File: config.mk
export PLATFORM = sky130hd
export DESIGN_NAME = rgb565_alpha_blend_pixel_top
export DESIGN_NICKNAME = d
export VERILOG_FILES = /design/src/rtl/core/rgbab_pkg.sv /design/src/rtl/core/rgb565_alpha_blend_pixel_top.sv /design/src/rtl/core/rgbab_cfg.sv /design/src/rtl/core/rgbab_chan.sv
export SDC_FILE = /design/constraint.sdc
export NUM_CORES = 1
export LEC_CHECK = 0
export CAP_MARGIN = 20
export CORE_MARGIN = 1
export CORE_UTILIZATION = 23
export DETAILED_ROUTE_END_ITERATION = 16
export DONT_BUFFER_PORTS = 1
export SYNTH_ARGS = -nofsm -noshare
export SYNTH_HDL_FRONTEND = slang
export SYNTH_HIERARCHICAL = 1
export SYNTH_SLANG_ARGS = --single-unit
File: constraint.sdc
create_clock -name clk_i -period 14.02 [get_ports clk_i]
set_input_delay 0.701 -clock clk_i [delete_from_list [all_inputs] [get_ports clk_i]]
set_output_delay 0.701 -clock clk_i [all_outputs]
set_load 0.02 [all_outputs]
File: src/rtl/core/rgbab_pkg.sv
`default_nettype none

package rgbab_pkg;

  localparam int unsigned ModeW  = 3;
  localparam int unsigned PixW   = 16;
  localparam int unsigned AlphaW = 8;
  localparam int unsigned ChanW  = 6;
  localparam int unsigned WtW    = 8;
  localparam int unsigned ProdW  = ChanW + WtW;
  localparam int unsigned AddrW  = 3;
  localparam int unsigned DataW  = 32;

  localparam logic [ModeW-1:0] MODE_OPAQUE = 3'd0;
  localparam logic [ModeW-1:0] MODE_ONE    = 3'd1;
  localparam logic [ModeW-1:0] MODE_TWO    = 3'd2;
  localparam logic [ModeW-1:0] MODE_FOUR   = 3'd3;
  localparam logic [ModeW-1:0] MODE_EIGHT  = 3'd4;

  localparam logic [AddrW-1:0] ADDR_ALPHA_MODE = 3'd0;

  typedef enum logic [1:0] {
    DIV_1,
    DIV_3,
    DIV_15,
    DIV_255
  } div_sel_e;

  typedef struct packed {
    div_sel_e        div_sel;
    logic [WtW-1:0]  w_src;
    logic [WtW-1:0]  w_dst;
  } weight_t;

  // floor(x/3) for x <= 189
  function automatic logic [ChanW-1:0] div3(input logic [ProdW-1:0] x);
    logic [15:0] p;
    p = {8'd0, x[7:0]} * 16'd171;
    return p[14:9];
  endfunction

  // floor(x/15) for x <= 945
  function automatic logic [ChanW-1:0] div15(input logic [ProdW-1:0] x);
    logic [21:0] p;
    p = {12'd0, x[9:0]} * 22'd2185;
    return p[20:15];
  endfunction

  // floor(x/255) for x <= 16319
  function automatic logic [ChanW-1:0] div255(input logic [ProdW-1:0] x);
    logic [ProdW:0] t;
    t = {1'b0, x} + {{(ProdW-5){1'b0}}, x[ProdW-1:8]} + {{ProdW{1'b0}}, 1'b1};
    return t[13:8];
  endfunction

endpackage

`default_nettype wire

File: src/rtl/core/rgb565_alpha_blend_pixel_top.sv
`default_nettype none

// result_valid_o follows the start transfer through the input register and the result register.
// Throughput: one pixel per clock; busy stays low, start may be high every cycle.
// Input register, blend logic, result register; the result strobe lasts one cycle
// and the receiver cannot stall it.
// Reset: asynchronous, active low; clears the pipeline valid bits and sets
// alpha_mode to opaque copy.
module rgb565_alpha_blend_pixel_top (
  input  wire logic                         clk_i,
  input  wire logic                         rst_ni,
  input  wire logic                         psel,
  input  wire logic                         penable,
  input  wire logic                         pwrite,
  input  wire logic [rgbab_pkg::AddrW-1:0]  paddr,
  input  wire logic [rgbab_pkg::DataW-1:0]  pwdata,
  output logic      [rgbab_pkg::DataW-1:0]  prdata,
  output logic                              pready,
  input  wire logic                         start,
  output logic                              busy,
  input  wire logic [rgbab_pkg::PixW-1:0]   src_pixel_i,
  input  wire logic [rgbab_pkg::PixW-1:0]   dst_pixel_i,
  input  wire logic [rgbab_pkg::AlphaW-1:0] alpha_i,
  output logic                              result_valid_o,
  output logic      [rgbab_pkg::PixW-1:0]   out_pixel_o
);
  import rgbab_pkg::*;

  logic [ModeW-1:0]  alpha_mode;
  logic              in_vld_q;
  logic [PixW-1:0]   src_q, dst_q;
  logic [AlphaW-1:0] alpha_q;
  logic              out_vld_q;
  logic [PixW-1:0]   out_q, out_d;
  weight_t           wt;
  logic [ChanW-1:0]  c0, c1, c2;

  rgbab_cfg u_cfg (
    .clk_i        (clk_i),
    .rst_ni       (rst_ni),
    .psel         (psel),
    .penable      (penable),
    .pwrite       (pwrite),
    .paddr        (paddr),
    .pwdata       (pwdata),
    .prdata       (prdata),
    .pready       (pready),
    .alpha_mode_o (alpha_mode)
  );

  assign busy = 1'b0;

  always_ff @(posedge clk_i or negedge rst_ni) begin
    if (!rst_ni) begin
      in_vld_q  <= 1'b0;
      out_vld_q <= 1'b0;
    end else begin
      in_vld_q  <= start;
      out_vld_q <= in_vld_q;
    end
  end

  always_ff @(posedge clk_i) begin
    if (start) begin
      src_q   <= src_pixel_i;
      dst_q   <= dst_pixel_i;
      alpha_q <= alpha_i;
    end
    if (in_vld_q) begin
      out_q <= out_d;
    end
  end

  // weights: w_src/D and w_dst/D with w_src + w_dst = D
  always_comb begin
    case (alpha_mode)
      MODE_ONE: begin
        wt.div_sel = DIV_1;
        wt.w_src   = {7'd0, alpha_q[0]};
        wt.w_dst   = {7'd0, ~alpha_q[0]};
      end
      MODE_TWO: begin
        wt.div_sel = DIV_3;
        wt.w_src   = {6'd0, alpha_q[1:0]};
        wt.w_dst   = {6'd0, ~alpha_q[1:0]};
      end
      MODE_FOUR: begin
        wt.div_sel = DIV_15;
        wt.w_src   = {4'd0, alpha_q[3:0]};
        wt.w_dst   = {4'd0, ~alpha_q[3:0]};
      end
      MODE_EIGHT: begin
        wt.div_sel = DIV_255;
        wt.w_src   = alpha_q;
        wt.w_dst   = ~alpha_q;
      end
      default: begin
        wt.div_sel = DIV_1;
        wt.w_src   = 8'd1;
        wt.w_dst   = 8'd0;
      end
    endcase
  end

  rgbab_chan u_c0 (
    .s_i   (1'b0),
    .wt_i  (wt),
    .src_i ({1'b0, src_q[4:0]}),
    .dst_i ({1'b0, dst_q[4:0]}),
    .y_o   (c0)
  );

  rgbab_chan u_c1 (
    .s_i   (1'b1),
    .wt_i  (wt),
    .src_i (src_q[10:5]),
    .dst_i (dst_q[10:5]),
    .y_o   (c1)
  );

  rgbab_chan u_c2 (
    .s_i   (1'b0),
    .wt_i  (wt),
    .src_i ({1'b0, src_q[15:11]}),
    .dst_i ({1'b0, dst_q[15:11]}),
    .y_o   (c2)
  );

  assign out_d          = {c2[4:0], c1, c0[4:0]};
  assign result_valid_o = out_vld_q;
  assign out_pixel_o    = out_q;

endmodule

`default_nettype wire

File: src/rtl/core/rgbab_cfg.sv
`default_nettype none

module rgbab_cfg (
  input  wire logic                        clk_i,
  input  wire logic                        rst_ni,
  input  wire logic                        psel,
  input  wire logic                        penable,
  input  wire logic                        pwrite,
  input  wire logic [rgbab_pkg::AddrW-1:0] paddr,
  input  wire logic [rgbab_pkg::DataW-1:0] pwdata,
  output logic      [rgbab_pkg::DataW-1:0] prdata,
  output logic                             pready,
  output logic      [rgbab_pkg::ModeW-1:0] alpha_mode_o
);
  import rgbab_pkg::*;

  logic [ModeW-1:0] mode_q, mode_d;
  logic             hit;

  assign hit = (paddr[AddrW-1] == ADDR_ALPHA_MODE[AddrW-1]);

  always_comb begin
    mode_d = mode_q;
    if (psel && penable && pwrite && hit) begin
      mode_d = pwdata[ModeW-1:0];
    end
  end

  always_ff @(posedge clk_i or negedge rst_ni) begin
    if (!rst_ni) begin
      mode_q <= MODE_OPAQUE;
    end else begin
      mode_q <= mode_d;
    end
  end

  assign prdata       = hit ? {{(DataW-ModeW){1'b0}}, mode_q} : '0;
  assign pready       = 1'b1;
  assign alpha_mode_o = mode_q;

endmodule

`default_nettype wire

File: src/rtl/core/rgbab_chan.sv
`default_nettype none

module rgbab_chan (
  input  wire logic                        s_i,
  input  wire rgbab_pkg::weight_t          wt_i,
  input  wire logic [rgbab_pkg::ChanW-1:0] src_i,
  input  wire logic [rgbab_pkg::ChanW-1:0] dst_i,
  output logic      [rgbab_pkg::ChanW-1:0] y_o
);
  import rgbab_pkg::*;

  logic [ProdW-1:0] ps, pd;
  logic [ChanW-1:0] qs, qd;
  logic [ChanW-1:0] sum;

  assign ps = {{WtW{1'b0}}, src_i} * {{ChanW{1'b0}}, wt_i.w_src};
  assign pd = {{WtW{1'b0}}, dst_i} * {{ChanW{1'b0}}, wt_i.w_dst};

  always_comb begin
    case (wt_i.div_sel)
      DIV_1: begin
        qs = ps[ChanW-1:0];
        qd = pd[ChanW-1:0];
      end
      DIV_3: begin
        qs = div3(ps);
        qd = div3(pd);
      end
      DIV_15: begin
        qs = div15(ps);
        qd = div15(pd);
      end
      DIV_255: begin
        qs = div255(ps);
        qd = div255(pd);
      end
      default: begin
        qs = src_i;
        qd = '0;
      end
    endcase
  end

  // floored terms never sum past the channel maximum
  assign sum = qs + qd;
  // 5-bit channels use the low bits only
  assign y_o = s_i ? sum : {1'b0, sum[ChanW-2:0]};

endmodule

`default_nettype wire

======== Yosys cells after proc, flatten, opt, wreduce, memory -nomap -nowiden ========
Cells that the tools add are included.
operators by class
  bitwise operators ....................... 5
  eq/ne operators ......................... 7
  $mul .................................... 18
  add/sub/neg operators ................... 15
  reduce and logical (&&, ||, !) cells .... 4
  muxes and demuxes ....................... 8
operators with widths
  kind                                                  count
  multiplier 10 x 12 -> 20 bit (second input constant)  4
  case mux 5 bit (4 select lines)                       4
  case mux 18 bit (4 select lines)                      1
  multiplier 8 x 8 -> 14 bit (second input constant)    4
  adder 13 x 1 -> 13 bit (second input constant)        4
  adder 13 x 5 -> 13 bit                                4
  multiplier 5 x 8 -> 13 bit                            4
  case mux 6 bit (4 select lines)                       2
  multiplier 10 x 12 -> 21 bit (second input constant)  2
  multiplier 8 x 8 -> 15 bit (second input constant)    2
  adder 14 x 1 -> 14 bit (second input constant)        2
  adder 14 x 6 -> 14 bit                                2
  multiplier 6 x 8 -> 14 bit                            2
  adder 5 bit                                           2
  NOT 8 bit                                             1
  adder 6 bit                                           1
  equality test 3 x 2 -> 1 bit (second input constant)  2
  equality test 2 bit (second input constant)           2
  NOT 4 bit                                             1
  equality test 3 x 1 -> 1 bit (second input constant)  1
  equality test 3 bit (second input constant)           1
  logical AND 1 bit                                     3
  2-to-1 mux 3 bit                                      1
  equality test 2 x 1 -> 1 bit (second input constant)  1
  3 further kinds                                       4
storage, ports and cells
  output and inout port bits .............. 51
  flip-flop bits (word level) ............. 61
  input port bits ......................... 81

======== Logic depth before layout (Yosys ltp) ========
  word-level depth ........................ 7
  depth in mapped cells ................... 40

======== By module ========
The synthesis kept the hierarchy.
by module, submodules not included
  module                        seq. area each (µm²)  cells an instance  area an instance (µm²)  times used
  rgbab_chan (u_c1)             0.0                   905                8,005.2                 1
  rgbab_chan (u_c0)             0.0                   905                7,918.8                 1
  rgbab_chan (u_c2)             0.0                   898                7,818.7                 1
  rgb565_alpha_blend_pixel_top  1,731.7               86                 1,904.3                 1
  rgbab_cfg                     75.1                  42                 402.9                   1

======== Least setup slack after synthesis ========
OpenSTA, ideal clock, no wires.
  kind .................................... register to register
  start point ............................. register u_cfg.mode_q[0] (netlist: u_cfg/alpha_mode_o[0])
  end point ............................... register out_q[10] (netlist: out_pixel_o[10]) (data pin)
  stages on the path, launching flop included .. 35
  path slack .............................. 5.017 ns
  arrival ................................. 8.739 ns
  cell sequence ........................... dfrtp_1 -> or3b_4 -> a21boi_0 -> and2_1 -> fa_1 -> fa_1 -> inv_1 -> fa_1 -> inv_1 -> ha_1 -> nor2_1 -> a21oi_1 -> xor2_1 -> inv_1 -> fa_1 -> inv_1 -> ha_1 -> inv_1 -> fa_1 -> inv_1 -> ha_1 -> a2111oi_0 -> o21ai_1 -> o211ai_1 -> a21oi_1 -> a31o_2 -> a21o_1 -> xor2_1 -> mux4_2 -> ha_1 -> inv_1 -> o21bai_1 -> a21oi_1 -> xnor2_1 -> mux2i_1
RTL lines
  element                   RTL line                            text
  start: declaration        rgbab_cfg.sv:17                     logic [ModeW-1:0] mode_q, mode_d;
  start signal: assignment  rgbab_cfg.sv:33                     mode_q <= mode_d;
  end signal: assignment    rgb565_alpha_blend_pixel_top.sv:70  out_q <= out_d;
  end: declaration          rgb565_alpha_blend_pixel_top.sv:34  logic [PixW-1:0] out_q, out_d;

==> results by group <==
Routing
  • WL/cell: 13.1 um
  • Residual DRC count: 0
  • Via count: 18313
  • Vias per inst: 4.34
  • DRT Pass-1 Iters: 5
  • Drt total wl: 55400 um
  • Post-route ant nets: 0
  • Initial drt markers: 644

Setup path
  • Most frequent CP cell: inv_1
  • R2r worst-path depth: 33
  • WP data arrival: 9.86 ns
  • Required @ worst endpoint: 14.24 ns
  • Setup CP Type: flop to flop
  • Critical path peak fanout: 18
  • Reg2reg end: out_pixel_o[10]
  • Startpoint types: flop
  • Crit end category: flop
  • Critical Path Source: u_cfg/alpha_mode_o[2]
  • CP max stage delay: 0.86 ns
  • Crit Reg-Reg Startpoint: u_cfg/alpha_mode_o[2]
  • Flop-to-flop setup slack: 4.38 ns
  • Slowest-stage cell, CP: a21boi_2

Clock tree
  • CTS Hold Buffers Added: 0
  • H-tree lvl count: 3
  • Maximum buffer depth of the clock tree: 2
  • Cts bufs inserted: 9
  • Clock Sinks: 61
  • CTS tree: done
  • Reg clk slew, reported paths: 0.07 ns
  • Post-CTS setup buffer count: 0
  • Clk Latency, worst-skew pair: 0.37 ns
  • Post-cts resize count: 0
  • Root buf cell: clkbuf_16

Timing
  • Tmin final: 9.64 ns
  • Max Freq: 104 MHz
  • RSZ-0062 raised after global routing: no
  • Final hold vios: 0
  • Slew Limit Fails: 0
  • Setup TNS: 0 ns
  • Worst Tran Pin Value: 1.07 ns
  • Fin crit share: 68.8%
  • Relative slew slack: 28.5%
  • Final setup fails: 0
  • Setup Skew: 0.0124 ns
  • Fin Hold WS: 0.0288 ns

Global routing
  • All-Layer GR Usage: 10.2%
  • Initial antenna violation count: 10
  • Grt ovf: 0
  • First-pass GRT wire length: 93300 um
  • Vias in the first global route: 18671
  • Largest net degree at the start of global routing: 59

Final layout
  • Most frequent cells in the layout: 663 x ha_1, 533 x inv_1, 261 x fa_1
  • Fill count: 11807
  • Area Growth Syn to Fin: 8.70%
  • Commonest non-fill, non-tap cell in the layout: ha_1
  • Area of the multi-input gates: 0.0214 sq mm
  • Nets@finish: 3798
  • Share of layout cells above drive strength 1: 4.50%
  • Design Area, Final: 0.0275 sq mm
  • Reg area: 0.00181 sq mm

Floorplanning
  • Chip Width: 334 um
  • I/O Pins: 132
  • Row count: 121
  • Core area: 0.109 sq mm
  • Die area: 0.111 sq mm
  • Die height: 334 um
  • Initial core utilization: 23.2%

Place
  • Buffers on Ports: 0
  • Area post-placement: 0.0272 sq mm
  • HPWL after detailed placement: 45900 um
  • Placer Congestion: 0.808

Run
  • Max_cap viols: 0

Logic synthesis
  • Mapped Cells: 2741
  • Synth Warn #: 6
  • Netlist Area Pre-Place: 0.0253 sq mm
  • Mapped Avg Cell Area: 9.24 sq um

Min path
  • Hold crit path type: primary input to async pin

Run status
  • Status: completed
-- worst max-delay path by stage --
| stage | endpoint | cells past startpoint |
|---|---|---|
| 6_report | out_pixel_o[10] | 33 |
| 5_1_grt | out_pixel_o[10] | 33 |
| 4_1_cts | out_pixel_o[10] | 33 |
| 3_5_place_dp | out_pixel_o[10] | 33 |
| 3_3_place_gp | out_pixel_o[10] | 33 |
| 2_1_floorplan | out_pixel_o[10] | 34 |
-- stage by stage --
stage | utilization [%] | std cells | setup WS (ns)
detailed placement | 25.0 | 4195 | 4.34
floorplan | - | 2802 | 5.02
finish | 25.3 | 4216 | 4.38
global placement | 25.0 | 4195 | 4.38
global route | 25.2 | 4213 | 3.83
CTS | 25.2 | 4211 | 4.32
-- per-layer routing --
metal | GRT usage (%) | part of all wire (%) | vias up
met4 | 2.01 | 1.4 | 16
li1 | - | - | 9225
met1 | 13.3 | 47 | 8798
met2 | 17.7 | 48 | 217
met5 | 0 | 0.19 | -
met3 | 1.59 | 3.6 | 57
-- worst max-delay path: cells and delay by family (launching register included) --
family / cells / cell delay (ns)
AOI/OAI and AO/OA: 12 / 3.12
buffers and inverters: 6 / 0.50
and+or+nand+nor: 2 / 0.79
adders and majority gates: 9 / 3.51
xor gates and xnor gates: 2 / 0.35
DFF: 1 / 0.51
muxes: 2 / 0.69
-- registers in the layout, indices dropped and copies added, names as in the netlist --
register / flops
u_cfg/alpha_mode_o: 3
result_valid_o: 1
out_pixel_o: 16
src_q: 16
dst_q: 16
alpha_q: 8
in_vld_q: 1
-- area by class of cell --
cell class / instances / share of cell area (%)
timing repair buffer: 30 / 0.818
sequential: 61 / 6.56
clock buffer: 12 / 0.895
inverter: 533 / 7.27
multi-input combinational: 2158 / 77.9
antenna: 4 / 0.0364
tap: 1414 / 6.43
clock inverter: 4 / 0.118
Power is left out: the tool's default activity adds up to more than one toggle a clock period on the data nets, which glitch-free logic cannot reach.
